<file path="config.mk">
export PLATFORM = sky130hd
export DESIGN_NAME = hsv_fade_color_generator_core
export DESIGN_NICKNAME = d
export VERILOG_FILES = /design/src/sv/hfc_pkg.sv /design/src/sv/hfc_front.sv /design/src/sv/hfc_queue.sv /design/src/sv/hfc_convert.sv /design/src/sv/hsv_fade_color_generator_core.sv
export SDC_FILE = /design/constraint.sdc
export NUM_CORES = 1
export LEC_CHECK = 0
export BUFFER_PORTS_ARGS = -buffer_cell sky130_fd_sc_hd__buf_2
export CAP_MARGIN = 0
export CORE_AREA = 5 5 175 177
export DETAILED_ROUTE_END_ITERATION = 10
export DIE_AREA = 0 0 180 182
export PLACE_DENSITY_LB_ADDON = 0.12
export SLEW_MARGIN = 0
export SYNTH_ARGS = -nofsm -noshare
export SYNTH_HDL_FRONTEND = slang
export SYNTH_SLANG_ARGS = --single-unit
export TNS_END_PERCENT = 10
</file>
<file path="constraint.sdc">
create_clock -name clk -period 11.6 [get_ports clk]
set_input_delay 1.16 -clock clk [delete_from_list [all_inputs] [get_ports clk]]
set_output_delay 1.16 -clock clk [all_outputs]
set_load 0.02 [all_outputs]
</file>
<file path="src/sv/hfc_pkg.sv">
// Package of the HSV fade color generator: shared types, constants and helpers.
// Used by every module of the block; depends on nothing.
`default_nettype none

package hfc_pkg;

  // Request kinds.
  localparam logic KIND_TICK = 1'b0;
  localparam logic KIND_SET  = 1'b1;

  // Register map (word index) and reset values.
  localparam int unsigned REG_FADE_INTERVAL   = 0;
  localparam logic [7:0]  FADE_INTERVAL_RESET = 8'd4;
  localparam logic [7:0]  TGT_VAL_RESET       = 8'd255;
  localparam logic [7:0]  COUNT_MAX           = 8'd255;

  // Hue geometry: six sectors of forty steps.
  localparam logic [7:0]  HUE_MAX      = 8'd239;
  localparam logic [7:0]  SECTOR_WIDTH = 8'd40;

  // Division by five as a multiply by ceil(2^18 / 5) and a shift.
  localparam logic [15:0] RECIP_5     = 16'd52429;
  localparam int unsigned RECIP_SHIFT = 18;

  typedef struct packed {
    logic [7:0] h;
    logic [7:0] s;
    logic [7:0] v;
  } hsv_t;

  typedef struct packed {
    logic full;
    logic empty;
  } q_status_t;

  typedef enum logic [2:0] {
    CV_IDLE,
    CV_PROD,
    CV_QUOT,
    CV_NPROD,
    CV_LOAD
  } cv_state_t;

  // Sector index of a hue that has already been clamped to HUE_MAX.
  function automatic logic [2:0] sector_of(input logic [7:0] h);
    logic [2:0] sec;
    if (h >= 8'd200) begin
      sec = 3'd5;
    end else if (h >= 8'd160) begin
      sec = 3'd4;
    end else if (h >= 8'd120) begin
      sec = 3'd3;
    end else if (h >= 8'd80) begin
      sec = 3'd2;
    end else if (h >= 8'd40) begin
      sec = 3'd1;
    end else begin
      sec = 3'd0;
    end
    return sec;
  endfunction

endpackage

`default_nettype wire

</file>
<file path="src/sv/hfc_front.sv">
// Front end of the HSV fade color generator: request intake, target and fade state.
// Uses hfc_pkg; pushes each stepped HSV color into the result queue.
`default_nettype none

module hfc_front (
  input  wire logic            clk,
  input  wire logic            rst,
  input  wire logic            in_valid,
  output logic                 in_ready,
  input  wire logic            kind,
  input  wire logic [7:0]      hue_in,
  input  wire logic [7:0]      sat_in,
  input  wire logic [7:0]      val_in,
  input  wire logic [7:0]      fade_interval,
  input  wire hfc_pkg::q_status_t q_stat,
  output logic                 q_push,
  output hfc_pkg::hsv_t        q_data
);

  hfc_pkg::hsv_t cur, cur_next;
  hfc_pkg::hsv_t tgt;
  logic [7:0]    tick_count, tick_count_next;
  logic [7:0]    count;
  logic          accept;
  logic          fire;

  function automatic logic [7:0] step_toward(input logic [7:0] now, input logic [7:0] goal);
    logic [7:0] r;
    if (now < goal) begin
      r = now + 8'd1;
    end else if (now > goal) begin
      r = now - 8'd1;
    end else begin
      r = now;
    end
    return r;
  endfunction

  // A request can always be taken while the queue has room for its result.
  assign in_ready = !q_stat.full;
  assign accept   = in_valid && in_ready;

  always_comb begin
    count           = (tick_count == hfc_pkg::COUNT_MAX) ? tick_count : tick_count + 8'd1;
    fire            = 1'b0;
    tick_count_next = tick_count;
    cur_next.h      = step_toward(cur.h, tgt.h);
    cur_next.s      = step_toward(cur.s, tgt.s);
    cur_next.v      = step_toward(cur.v, tgt.v);
    if (accept && kind == hfc_pkg::KIND_TICK) begin
      if (count <= fade_interval) begin
        tick_count_next = count;
      end else begin
        tick_count_next = 8'd0;
        fire            = (cur != tgt);
      end
    end
  end

  assign q_push = fire;
  assign q_data = cur_next;

  always_ff @(posedge clk) begin
    if (rst) begin
      cur        <= '0;
      tgt.h      <= 8'd0;
      tgt.s      <= 8'd0;
      tgt.v      <= hfc_pkg::TGT_VAL_RESET;
      tick_count <= 8'd0;
    end else begin
      tick_count <= tick_count_next;
      if (fire) begin
        cur <= cur_next;
      end
      if (accept && kind == hfc_pkg::KIND_SET) begin
        tgt.h <= (hue_in > hfc_pkg::HUE_MAX) ? hfc_pkg::HUE_MAX : hue_in;
        tgt.s <= sat_in;
        tgt.v <= val_in;
      end
    end
  end

endmodule

`default_nettype wire

</file>
<file path="src/sv/hfc_queue.sv">
// Short FIFO of stepped HSV colors between the front end and the converter.
// Uses hfc_pkg for the entry and status types.
`default_nettype none

module hfc_queue #(
  parameter int unsigned DEPTH = 2
) (
  input  wire logic           clk,
  input  wire logic           rst,
  input  wire logic           push,
  input  wire hfc_pkg::hsv_t  wdata,
  input  wire logic           pop,
  output hfc_pkg::hsv_t       rdata,
  output hfc_pkg::q_status_t  stat
);

  localparam int unsigned PTR_W = (DEPTH > 1) ? $clog2(DEPTH) : 1;
  localparam int unsigned CNT_W = $clog2(DEPTH + 1);
  localparam logic [PTR_W-1:0] LAST = PTR_W'(DEPTH - 1);
  localparam logic [CNT_W-1:0] FULL = CNT_W'(DEPTH);

  hfc_pkg::hsv_t    mem [DEPTH];
  logic [PTR_W-1:0] wr_ptr, rd_ptr;
  logic [CNT_W-1:0] fill;
  logic             do_push, do_pop;

  assign stat.full  = (fill == FULL);
  assign stat.empty = (fill == '0);
  assign do_push    = push && !stat.full;
  assign do_pop     = pop && !stat.empty;
  assign rdata      = mem[rd_ptr];

  always_ff @(posedge clk) begin
    if (do_push) begin
      mem[wr_ptr] <= wdata;
    end
  end

  always_ff @(posedge clk) begin
    if (rst) begin
      wr_ptr <= '0;
      rd_ptr <= '0;
      fill   <= '0;
    end else begin
      if (do_push) begin
        wr_ptr <= (wr_ptr == LAST) ? '0 : wr_ptr + PTR_W'(1);
      end
      if (do_pop) begin
        rd_ptr <= (rd_ptr == LAST) ? '0 : rd_ptr + PTR_W'(1);
      end
      if (do_push && !do_pop) begin
        fill <= fill + CNT_W'(1);
      end else if (do_pop && !do_push) begin
        fill <= fill - CNT_W'(1);
      end
    end
  end

endmodule

`default_nettype wire

</file>
<file path="src/sv/hfc_convert.sv">
// Back end of the HSV fade color generator: six-sector HSV to RGB conversion.
// Uses hfc_pkg; pops from the result queue and drives the output register.
`default_nettype none

module hfc_convert (
  input  wire logic               clk,
  input  wire logic               rst,
  input  wire hfc_pkg::q_status_t q_stat,
  input  wire hfc_pkg::hsv_t      q_data,
  output logic                    q_pop,
  output logic                    out_valid,
  input  wire logic               out_ready,
  output logic [7:0]              red,
  output logic [7:0]              green,
  output logic [7:0]              blue
);

  hfc_pkg::cv_state_t state, state_next;
  hfc_pkg::hsv_t      item;
  logic               load;
  logic [2:0]         sector;
  logic [15:0]        m_prod;
  logic [13:0]        sf_prod;
  logic [7:0]         quot;
  logic [15:0]        n_prod;

  logic [7:0]  h_clamped;
  logic [2:0]  sector_c;
  logic [7:0]  frac_raw;
  logic [5:0]  frac;
  logic [26:0] quot_wide;
  logic [7:0]  m, n;

  // Next state.
  always_comb begin
    state_next = state;
    unique case (state)
      hfc_pkg::CV_IDLE:  if (!q_stat.empty) state_next = hfc_pkg::CV_PROD;
      hfc_pkg::CV_PROD:  state_next = hfc_pkg::CV_QUOT;
      hfc_pkg::CV_QUOT:  state_next = hfc_pkg::CV_NPROD;
      hfc_pkg::CV_NPROD: state_next = hfc_pkg::CV_LOAD;
      hfc_pkg::CV_LOAD:  if (!out_valid || out_ready) state_next = hfc_pkg::CV_IDLE;
      default:           state_next = hfc_pkg::CV_IDLE;
    endcase
  end

  // Control outputs.
  always_comb begin
    q_pop = 1'b0;
    load  = 1'b0;
    unique case (state)
      hfc_pkg::CV_IDLE: q_pop = !q_stat.empty;
      hfc_pkg::CV_LOAD: load  = !out_valid || out_ready;
      default: begin
        q_pop = 1'b0;
        load  = 1'b0;
      end
    endcase
  end

  always_ff @(posedge clk) begin
    if (rst) begin
      state <= hfc_pkg::CV_IDLE;
    end else begin
      state <= state_next;
    end
  end

  // Sector and fraction of the hue; even sectors count the fraction downward.
  always_comb begin
    h_clamped = (item.h > hfc_pkg::HUE_MAX) ? hfc_pkg::HUE_MAX : item.h;
    sector_c  = hfc_pkg::sector_of(h_clamped);
    frac_raw  = h_clamped - 8'(sector_c * hfc_pkg::SECTOR_WIDTH);
    if (!sector_c[0]) begin
      frac = 6'(hfc_pkg::SECTOR_WIDTH - frac_raw);
    end else begin
      frac = frac_raw[5:0];
    end
  end

  // s*f/40 is (s*f/8)/5; the reciprocal is exact for every value that fits here.
  assign quot_wide = {16'd0, sf_prod[13:3]} * {11'd0, hfc_pkg::RECIP_5};
  assign m = m_prod[15:8];
  assign n = n_prod[15:8];

  always_ff @(posedge clk) begin
    if (q_pop) begin
      item <= q_data;
    end
    if (state == hfc_pkg::CV_PROD) begin
      sector  <= sector_c;
      m_prod  <= {8'd0, item.v} * {8'd0, ~item.s};
      sf_prod <= {6'd0, item.s} * {8'd0, frac};
    end
    if (state == hfc_pkg::CV_QUOT) begin
      quot <= quot_wide[hfc_pkg::RECIP_SHIFT +: 8];
    end
    if (state == hfc_pkg::CV_NPROD) begin
      n_prod <= {8'd0, item.v} * {8'd0, 8'd255 - quot};
    end
  end

  always_ff @(posedge clk) begin
    if (load) begin
      case (sector)
        3'd0:    begin red <= item.v; green <= n;      blue <= m;      end
        3'd1:    begin red <= n;      green <= item.v; blue <= m;      end
        3'd2:    begin red <= m;      green <= item.v; blue <= n;      end
        3'd3:    begin red <= m;      green <= n;      blue <= item.v; end
        3'd4:    begin red <= n;      green <= m;      blue <= item.v; end
        default: begin red <= item.v; green <= m;      blue <= n;      end
      endcase
    end
  end

  always_ff @(posedge clk) begin
    if (rst) begin
      out_valid <= 1'b0;
    end else if (load) begin
      out_valid <= 1'b1;
    end else if (out_ready) begin
      out_valid <= 1'b0;
    end
  end

endmodule

`default_nettype wire

</file>
<file path="src/sv/hsv_fade_color_generator_core.sv">
// Top level of the HSV fade color generator: APB register, front end, queue, converter.
// Depends on hfc_pkg, hfc_front, hfc_queue and hfc_convert.
//
// Usage. Requests arrive on the input channel (in_valid/in_ready) with kind, hue_in,
// sat_in and val_in. A request of kind set-target stores a new target color, with the
// hue clamped to 239. A tick request advances the tick counter; when the counter passes
// fade_interval it restarts, and if the current color differs from the target, hue,
// saturation and value each move one step toward it. Each such step produces one RGB
// result on the output channel (out_valid/out_ready with red, green and blue).
// The front end takes one request per cycle while the result queue has room. The converter
// works on one step at a time and pops the next step only from its idle state; it goes
// through the pop, two products, the reciprocal divide by forty, a third product, then
// the output load, which waits while a result in the output register is not taken.
// If the receiver stalls, the result stays in the output register, the converter waits
// with the next step, the queue fills, and in_ready falls once it is full.
// The fade_interval register sits at byte address 0 of the APB port and resets to 4.
// Synchronous reset clears the queue and output valid, sets the current color to black,
// the target to hue 0, saturation 0, value 255, and the tick counter to zero.
`default_nettype none

module hsv_fade_color_generator_core #(
  parameter int unsigned QUEUE_DEPTH = 2
) (
  input  wire logic        clk,
  input  wire logic        rst,
  input  wire logic        in_valid,
  output logic             in_ready,
  input  wire logic        kind,
  input  wire logic [7:0]  hue_in,
  input  wire logic [7:0]  sat_in,
  input  wire logic [7:0]  val_in,
  output logic             out_valid,
  input  wire logic        out_ready,
  output logic [7:0]       red,
  output logic [7:0]       green,
  output logic [7:0]       blue,
  input  wire logic        psel,
  input  wire logic        penable,
  input  wire logic        pwrite,
  input  wire logic [1:0]  paddr,
  input  wire logic [31:0] pwdata,
  output logic [31:0]      prdata,
  output logic             pready
);

  logic [7:0]          fade_interval;
  logic                q_push, q_pop;
  hfc_pkg::hsv_t       q_wdata, q_rdata;
  hfc_pkg::q_status_t  q_stat;
  logic                cfg_write;
  logic [1:0]          word_index;

  // The single register fills the whole two-bit address space, so every word index
  // decodes to it; the byte offset within the word is not used.
  assign pready     = 1'b1;
  assign word_index = 2'(paddr >> 2);
  assign cfg_write  = psel && penable && pwrite && pready &&
                      (32'(word_index) == hfc_pkg::REG_FADE_INTERVAL);
  assign prdata     = {24'd0, fade_interval};

  always_ff @(posedge clk) begin
    if (rst) begin
      fade_interval <= hfc_pkg::FADE_INTERVAL_RESET;
    end else if (cfg_write) begin
      fade_interval <= pwdata[7:0];
    end
  end

  hfc_front u_front (
    .clk           (clk),
    .rst           (rst),
    .in_valid      (in_valid),
    .in_ready      (in_ready),
    .kind          (kind),
    .hue_in        (hue_in),
    .sat_in        (sat_in),
    .val_in        (val_in),
    .fade_interval (fade_interval),
    .q_stat        (q_stat),
    .q_push        (q_push),
    .q_data        (q_wdata)
  );

  hfc_queue #(
    .DEPTH (QUEUE_DEPTH)
  ) u_queue (
    .clk   (clk),
    .rst   (rst),
    .push  (q_push),
    .wdata (q_wdata),
    .pop   (q_pop),
    .rdata (q_rdata),
    .stat  (q_stat)
  );

  hfc_convert u_convert (
    .clk       (clk),
    .rst       (rst),
    .q_stat    (q_stat),
    .q_data    (q_rdata),
    .q_pop     (q_pop),
    .out_valid (out_valid),
    .out_ready (out_ready),
    .red       (red),
    .green     (green),
    .blue      (blue)
  );

endmodule

`default_nettype wire

</file>
After elaboration in Yosys (flattened, before gate mapping)
Memory sizes are Yosys's and may differ from the RTL's. A register that Yosys moved wholly into a read port is not among the register bits.
Cells that the tools add are included.
Widths: inputs -> output; s select.

word-level totals
  RAM bits = 48
  memories kept = 1
  logic and storage cells = 131
  input bits = 66
  output and inout bits = 59
  register bits = 153

operators by class
  equal/unequal tests = 13
  reductions and logical operators = 27
  add/subtract/negate cells = 14
  bitwise operators = 2
  order comparisons = 14
  $mul = 5
  multiplexer cells = 34

memories
  memory       words  width  rd ports  clocked after Yosys merged registers in  write ports  RTL line         text
  u_queue.mem  2      24     1         1                                        1            hfc_queue.sv:22  hfc_pkg::hsv_t mem [DEPTH];

operator list
  operator                number
  $mux 8                  10
  $pmux 8 s2              3
  $add 8x1->8 const B     4
  $mul 8x8->16            2
  $mul 11x16->26 const B  1
  $gt 8x8->1              3
  $lt 8x8->1              3
  $ne 24x24->1            1
  $sub 8x1->8 const B     3
  $mux 3                  6
  $ge 8x7->1 const B      2
  $ge 8x8->1 const B      2
  $gt 8x8->1 const B      2
  $pmux 3 s5              1
  $mul 8x6->14            1
  $eq 3x2->1 const B      4
  $reduce_or 2->1         6
  $mux 1                  11
  $logic_and 1x1->1       9
  $eq 8x8->1 const B      1
  $ge 8x6->1 const B      1
  $le 8x8->1              1
  $not 8->8               1
  $sub 8x8->8 const A     1
  20 further kinds        30

Longest topological paths before layout
Gate-level depths: netlist of the first run.

  depth after elaboration = 13
  depth in mapped cells = 23
  gate-level depth less buffers = 22

Hierarchy
A second synthesis of the first run with hierarchy kept.

unflattened totals
  cells, all modules = 1752
  area, all modules = 17571.9 µm²

modules (own cells, without submodules)
  module                         area an instance (µm²)  instances  cells an instance  seq. area each (µm²)
  hfc_convert                    11071.9                 1          1074               2662.6
  hfc_front                      3997.6                  1          516                1121.1
  hfc_queue                      1944.4                  1          100                1541.5
  hsv_fade_color_generator_core  558.0                   1          62                 160.2

Least setup slack after synthesis of the first run
Ideal clock, no wire load.

  path kind = reg2reg
  start point = register, netlist name u_convert.item[19]
  end point = register u_convert.sf_prod[13], data pin
  setup slack = 5.707 ns
  cell stages (with the launch flop) = 24
  arrival time = 5.713 ns
  buffers on the path = 1
  library setup time = 0.180 ns
  path through = edfxtp_1 > clkbuf_1 > o31ai_1 > o21ai_1 > a21oi_2 > inv_2 > ha_1 > inv_1 > fa_1 > nor3_2 > xnor2_2 > nand2b_1 > fa_1 > fa_1 > fa_1 > inv_1 > ha_1 > a21o_1 > a21oi_2 > nor2b_1 > o21a_1 > o41ai_2 > or4b_1 > o311ai_1

on the way
  longest elaborated chain between the ends = 13

RTL lines
  element                    RTL line           text
  $gt 8x8->1                 hfc_convert.sv:71  h_clamped = (item.h > hfc_pkg::HUE_MAX) ? hfc_pkg::HUE_MAX : item.h;
  $mux 8 (*)                 hfc_convert.sv:71
  $ge 8x6->1                 hfc_pkg.sv:55      end else if (h >= 8'd40) begin
  $mux 1                     hfc_pkg.sv:55
  $mux 3                     hfc_pkg.sv:53      end else if (h >= 8'd80) begin
  $mux 3                     hfc_pkg.sv:51      end else if (h >= 8'd120) begin
  $mux 3                     hfc_pkg.sv:49      end else if (h >= 8'd160) begin
  $mux 3 (*)                 hfc_pkg.sv:47      if (h >= 8'd200) begin
  via u_convert.sector_c[0]  hfc_convert.sv:28  logic [2:0] sector_c;
  $mul 3x3->3                hfc_convert.sv:73  frac_raw = h_clamped - 8'(sector_c * hfc_pkg::SECTOR_WIDTH);
  $sub 6x6->6                hfc_convert.sv:73
  $sub 6x6->6                hfc_convert.sv:75  frac = 6'(hfc_pkg::SECTOR_WIDTH - frac_raw);
  $mux 6 (*)                 hfc_convert.sv:74  if (!sector_c[0]) begin
  $mul 8x6->14 (*)           hfc_convert.sv:93  sf_prod <= {6'd0, item.s} * {8'd0, frac};
  end signal: assignment     hfc_convert.sv:93
  end: declaration           hfc_convert.sv:23  logic [13:0] sf_prod;

The timed path passes the listed nets; every way through them passes the cells marked *.
A chain may end at the register's enable or synchronous reset.

Worst setup path in the final report of the first run
  start point = register, netlist name u_convert.item[21]
  end point = register u_convert.sf_prod[13], data pin

on the way
  longest elaborated chain between the ends = 13

RTL lines
  element                    RTL line
  $gt 8x8->1                 hfc_convert.sv:71
  $mux 8 (*)                 hfc_convert.sv:71
  $ge 8x6->1                 hfc_pkg.sv:55
  $mux 1                     hfc_pkg.sv:55
  $mux 3                     hfc_pkg.sv:53
  $mux 3                     hfc_pkg.sv:51
  $mux 3                     hfc_pkg.sv:49
  $mux 3 (*)                 hfc_pkg.sv:47
  via u_convert.sector_c[0]  hfc_convert.sv:28
  $mul 3x3->3                hfc_convert.sv:73
  $sub 6x6->6                hfc_convert.sv:73
  $sub 6x6->6                hfc_convert.sv:75
  $mux 6 (*)                 hfc_convert.sv:74
  $mul 8x6->14 (*)           hfc_convert.sv:93

Marked as above.

==> out/metrics.csv, run 1 <==
metric,value,unit
cell count after synthesis,1788,
number of fillers in the final layout,2318,
wire length of the first global-routing pass,59.7,mm
ratio of routed vias to standard cells,5.51,
H-tree depth,1,
number of flip-flops and latches in the synthesized netlist,206,
total count of max-transition violations in the final report,0,
Worst slew margin,25.9,%
post-synthesis instance area,0.0177,mm^2
DRC violation count after routing,0,
effective utilization at floorplan,60.8,%
total clock sinks,206,
Clock transition at path regs,0.06,ns
arrival time at the worst endpoint,6.63,ns
pin count of the biggest net entering global routing,67,
number of antenna violations at the first check in global routing,0,
post-detailed-route wirelength per cell,15.5,um
Most used DFF post-synth,sky130_fd_sc_hd__edfxtp_1,
wire length after detailed routing,34.6,mm
number of buffers inserted during clock tree synthesis,24,
hold slack final,0.457,ns
cells along the critical path,"and2_1, a221oi_2, a21oi_2, inv_2, ha_1, inv_1, fa_1, xor2_1, nand2b_1, fa_1, fa_1, fa_1, inv_1, ha_1, a21o_1, a21oi_2, nor2b_1, o21a_1, o41ai_2, or4b_1, o311ai_1",
estimated wirelength of the detail-placed design,26.4,mm
"EDFF count, synth",134,
largest clock skew in the final design,0.00986,ns
later-pin clock latency in the skew report,0.52,ns
dpl cell area,0.0183,mm^2
syn_area_per_cell,9.90,um^2
number of maximum-capacitance violations,0,
cell repeated most along the worst path,sky130_fd_sc_hd__fa_1,
final hold vios,0,
routability cong.,0.876,
Min-Delay Path Class,reg2reg,
area inside the core boundary,0.0291,mm^2
NumNets Final,2221,
area of the die,0.0328,mm^2
Post-CTS Hold Buffers,0,
number of DRC violations after detailed-routing iteration 0,543,
number of iterations in the first detailed-routing pass,5,
Detail Route Antenna Nets,0,
input/output buffers,73,
critical path class,reg2reg,
die width,180,um
minimum clock period after layout,6.29,ns
CTS tree,done,
timing-limited maximum frequency,0.159,GHz
setup slack after placement,5.29,ns
maximum fanout along the worst path,10,
vias,12295,
post-synthesis async set-or-reset flop share,0,%
"Warnings, synthesis",0,
vias in the first global route,12644,
proportion of synthesized chip area in sequential cells,30.9,%
number of buffers on the longest clock path,3,
global-route usage over all layers,21.5,%
sort of element at the start of the critical path,flop,
unrepaired setup endpoints after global routing,false,
final critical-path setup slack,5.31,ns
final setup violation count,0,
kind of end point of the critical path,flop,
# rows,63,
slowest CP cell,sky130_fd_sc_hd__fa_1,
setup TNS,0,ns
Least-Margin Pin Slew,1.11,ns
antenna cells,0,
area delta synth->final,7.77,%
critical path required time,11.94,ns
delay contributed by the slowest stage of the critical path,0.54,ns
number of buffers inserted by post-CTS setup repair,0,
overall overflow remaining after global route,0,
Resized cells post-CTS,0,
post-route cell area,0.0191,mm^2
Cell variety after synth,85,
CTS root buffer,sky130_fd_sc_hd__clkbuf_16,
Die Span Y,182,um
IO Pins,125,
result of the run,"finished, final reports clean",
final worst-path cycle share,54.2,%
fraction of layout cells with a size suffix above 1,10.2,%
-- flip-flops by register name, summed over array words and instances (netlist names), 11 cells and up --
signal	flops
u_convert.item	24
u_convert.sf_prod	11
u_front.cur	24
u_front.tgt	24
u_queue.mem	48
-- metrics by stage --
stage	std cells	util [%]
floorplan	1811	-
global placement	2188	62.8
detailed placement	2188	62.8
CTS	2231	65.6
global route	2231	65.6
finish	2231	65.6
-- final cells by class --
class                           count  area [um^2]  share of cell area (%)
Multi-Input combinational cell   1276        11000                    57.6
Clock inverter                     16          199                    1.04
Sequential cell                   206         5470                    28.7
Inverter                          233          876                    4.59
Clock buffer                       27          612                    3.21
Tap cell                          390          488                    2.56
Timing Repair Buffer               83          440                    2.31
-- routing by layer --
metal	GRT usage [%]	share of wire, %	wire length (um)	vias to the layer above
met4	6.28	2.9	987	0
met3	2.78	3.6	1250	68
met2	38.1	49	17100	238
met5	0	0	0	-
met1	27.7	44	15200	5903
li1	-	-	-	6086
-- Yosys cell counts (10+ instances only) --
| cell type | number | share of area [%] |
|---|---|---|
| sky130_fd_sc_hd__buf_4 | 25 | 1.1 |
| sky130_fd_sc_hd__clkbuf_1 | 58 | 1.2 |
| sky130_fd_sc_hd__mux2_2 | 26 | 1.7 |
| sky130_fd_sc_hd__fa_1 | 134 | 15 |
| sky130_fd_sc_hd__and2_1 | 11 | 0.39 |
| sky130_fd_sc_hd__o211ai_1 | 15 | 0.64 |
| sky130_fd_sc_hd__mux2i_1 | 12 | 0.68 |
| sky130_fd_sc_hd__nor3_1 | 30 | 0.85 |
| sky130_fd_sc_hd__edfxtp_1 | 134 | 23 |
| sky130_fd_sc_hd__or3_1 | 12 | 0.42 |
| sky130_fd_sc_hd__nor2b_1 | 101 | 3.6 |
| sky130_fd_sc_hd__a211oi_1 | 17 | 0.72 |
| sky130_fd_sc_hd__inv_1 | 231 | 4.9 |
| sky130_fd_sc_hd__nor2_1 | 92 | 2.0 |
| sky130_fd_sc_hd__a21o_1 | 11 | 0.47 |
| sky130_fd_sc_hd__xnor2_1 | 55 | 2.7 |
| sky130_fd_sc_hd__dfxtp_1 | 72 | 8.1 |
| sky130_fd_sc_hd__nand2_1 | 111 | 2.4 |
| sky130_fd_sc_hd__nand4_1 | 14 | 0.49 |
| sky130_fd_sc_hd__nand2b_1 | 78 | 2.8 |
| sky130_fd_sc_hd__xor2_1 | 15 | 0.74 |
| sky130_fd_sc_hd__a21oi_1 | 87 | 2.5 |
| sky130_fd_sc_hd__ha_1 | 197 | 14 |
| sky130_fd_sc_hd__o21a_1 | 10 | 0.42 |
| sky130_fd_sc_hd__o21ai_0 | 60 | 1.7 |
| sky130_fd_sc_hd__nand3_1 | 17 | 0.48 |
-- cell usage in the layout, fill, tap and decap left out, drive strengths merged, types with 6 or more instances in the layout --
cell,instances
o22ai,9
or3,14
o22a,8
a21oi,91
a21o,12
a31oi,8
mux2i,12
xor2,15
mux2,27
and2,11
dfxtp,72
nand4,15
clkinv,10
a2111oi,6
nand2b,78
buf,83
a22oi,9
nor3,32
nor3b,7
a211oi,18
or2,8
o21a,10
clkbuf,27
o21ai,66
nor2,93
and3,9
conb,25
nor2b,101
nand3,18
xnor2,57
ha,197
nand2,112
fa,134
o211ai,15
a221oi,10
inv,232
edfxtp,134
-- path summary, 6_finish.rpt --
check / from / to / slack, ns / cells after the start
max: u_convert.item[21] / u_convert.sf_prod[13] / 5.31 / 21
min: u_front.tgt[9] / u_front.tgt[9] / 0.46 / 2
max reg2reg: u_convert.item[21] / u_convert.sf_prod[13] / 5.31 / 21
min reg2reg: u_front.tgt[9] / u_front.tgt[9] / 0.46 / 2
-- cell families after synthesis --
kind of cell               share of synthesized area, %
other                                            0.0424
xor gates and xnor gates                           3.65
muxes                                              2.40
DFF                                                30.9
and+or+nand+nor                                    15.7
buffers and inverters                              7.56
AOI/OAI and AO/OA                                  10.7
adders and majority gates                          29.1
-- worst max-delay path: cells and delay by family, from the launching register on --
family / cells / cell delay (ns)
XOR/XNOR: 1 / 0.50
AND/OR/NAND/NOR: 4 / 0.99
AO/OA/AOI/OAI: 7 / 1.37
buffers and inverters: 3 / 0.22
adder cells (fa/ha/maj): 6 / 2.52
flip-flops: 1 / 0.51
Power of run 1 is not shown: default switching activity piles up to over one toggle a cycle in this logic, so the estimate is an artifact.
==> inputs of run 2 (changes only) <==
- CORE_AREA: 5 5 175 177 -> 5 5 184 186
- DIE_AREA: 0 0 180 182 -> 0 0 189 191
- clock period: 11.6 -> 5.4 ns (I/O delays scaled with it)
==> run 2 against run 1 <==
Against the previous run:
- the flow now finishes with violations (negative setup slack)
- clock skew grew 0.0061 ns
- maximum frequency grew 15%
- utilization shrank 5.0 points
- flip-flop and latch count is the same
==> out/metrics.csv, run 2 (synthesis results as in run 1) <==
metric,value,unit
result of the run,finished with violations,
failing checks,negative setup slack,
area inside the core boundary,0.0321,mm^2
H-tree depth,1,
"commonest non-fill, non-tap cells in the layout","229 x sky130_fd_sc_hd__inv_1, 194 x sky130_fd_sc_hd__ha_1, 134 x sky130_fd_sc_hd__fa_1, 134 x sky130_fd_sc_hd__edfxtp_1, 111 x sky130_fd_sc_hd__nand2_1",
wire length after detailed routing,35.5,mm
cell repeated most along the worst path,sky130_fd_sc_hd__fa_1,
R2R Path Start,u_convert.item[21],
fraction of layout cells with a size suffix above 1,13.1,%
hold slack final,0.230,ns
ratio of routed vias to standard cells,5.41,
later-pin clock latency in the skew report,0.53,ns
critical path required time,5.75,ns
overall overflow remaining after global route,0,
met1 Resource Use GR,26.7,%
number of maximum-capacitance violations,0,
CTS tree,done,
cells along the critical path,"o31ai_1, o21ai_1, a21oi_2, inv_2, ha_4, inv_2, fa_1, nor3_2, xnor2_2, nand2b_4, fa_1, fa_1, fa_1, inv_2, ha_4, a21o_1, a21oi_2, nor2b_1, o21a_1, o41ai_2, or4b_1, o311ai_1",
arrival time at the worst endpoint,5.82,ns
final setup violation count,1,
Worst slew margin,25.9,%
area of the die,0.0361,mm^2
number of antenna violations at the first check in global routing,0,
GR met3 Demand/Resource,2.32,%
global-route usage over all layers,20.2,%
number of buffers on the longest clock path,3,
unrepaired setup endpoints after global routing,true,
IO Pins,125,
"flip-flop count of the largest register, all copies and words added",48,
Post-CTS Hold Buffers,0,
sort of element at the start of the critical path,flop,
final hold vios,0,
area delta synth->final,9.90,%
Least-Margin Pin Slew,1.11,ns
global route hottest layer,met2,
number of buffers inserted during clock tree synthesis,25,
minimum clock period after layout,5.47,ns
vias in the first global route,12801,
antenna cells,0,
# rows,66,
die width,189,um
total clock sinks,206,
Detail Route Antenna Nets,0,
Die Span Y,191,um
timing-limited maximum frequency,0.183,GHz
maximum fanout along the worst path,4,
kind of end point of the critical path,flop,
launching instance or port of the critical path,u_convert.item[21],
NumNets Final,2263,
worst path buffer plus inverter count,3,
routability cong.,0.890,
CTS root buffer,sky130_fd_sc_hd__clkbuf_16,
largest clock skew in the final design,0.0160,ns
Clock transition at path regs,0.07,ns
estimated wirelength of the detail-placed design,27.5,mm
post-detailed-route wirelength per cell,15.5,um
wire length of the first global-routing pass,61.3,mm
slowest CP cell,sky130_fd_sc_hd__fa_1,
Min-Delay Path Class,in2reg,
input/output buffers,73,
M2 GR Usage,35.8,%
critical path class,reg2reg,
final critical-path setup slack,-0.0721,ns
effective utilization at floorplan,55.1,%
final worst-path cycle share,101,%
vias,12400,
total count of max-transition violations in the final report,0,
min-delay src,val_in[0],
cell class contributing the biggest share of worst-path delay,adder cells,
DRC violation count after routing,0,
number of iterations in the first detailed-routing pass,5,
most frequent standard cell in the layout excluding fill and tap cells,sky130_fd_sc_hd__inv_1,
pin count of the biggest net entering global routing,67,
register with the most flip-flops,u_queue.mem,
delay contributed by the slowest stage of the critical path,0.53,ns
number of DRC violations after detailed-routing iteration 0,581,
==> run 2: layout make-up <==
type	count	area, um^2
Timing Repair Buffer	124	748
Clock buffer	26	629
Fill cell	2746	12700
Sequential cell	206	5470
Multi-Input combinational cell	1276	11100
Clock inverter	20	139
Tap cell	408	510
Inverter	233	876
==> run 2: timing repair <==
item | in CTS | in global routing
resized for setup | 4 | 2
setup endpoints to repair | 3 | 4
pin swaps | 10 | 1
setup buffers | 0 | 1
endpoints found under the hold margin | 0 | 0
gates cloned | 0 | 0
==> run 2: final timing paths <==
check | cells after the start | slack [ns] | end
min reg2reg | 2 | 0.45 | u_front.tgt[23]
min | 3 | 0.23 | u_front.tgt[0]
max reg2reg | 22 | -0.07 | u_convert.sf_prod[13]
max | 22 | -0.07 | u_convert.sf_prod[13]
==> run 2: worst min-delay path: stages <==
cell,delay [ns]
sky130_fd_sc_hd__buf_2,0.08
sky130_fd_sc_hd__nand2_1,0.04
sky130_fd_sc_hd__nand3_1,0.06
==> run 2: layer usage <==
layer  part of all wire, %  routed length (um)
met1                    45               15900
met2                    49               17600
met3                   3.3                1180
met4                   2.3                 803
met5                     0                   0
==> run 2: stage by stage <==
stage / std cells / util [%] / area (um^2) / TNS (ns) / worst slack, ns
floorplan: 1811 / - / 17900 / -0.336 / -0.309
finish: 2293 / 60.5 / 19400 / -0.0721 / -0.0721
global placement: 2246 / 58.0 / 18600 / -0.251 / -0.138
detailed placement: 2246 / 58.0 / 18600 / -0.506 / -0.204
CTS: 2292 / 60.5 / 19400 / -0.111 / -0.111
global route: 2293 / 60.5 / 19400 / -0.891 / -0.367
Power of run 2 is left out for the same reason.
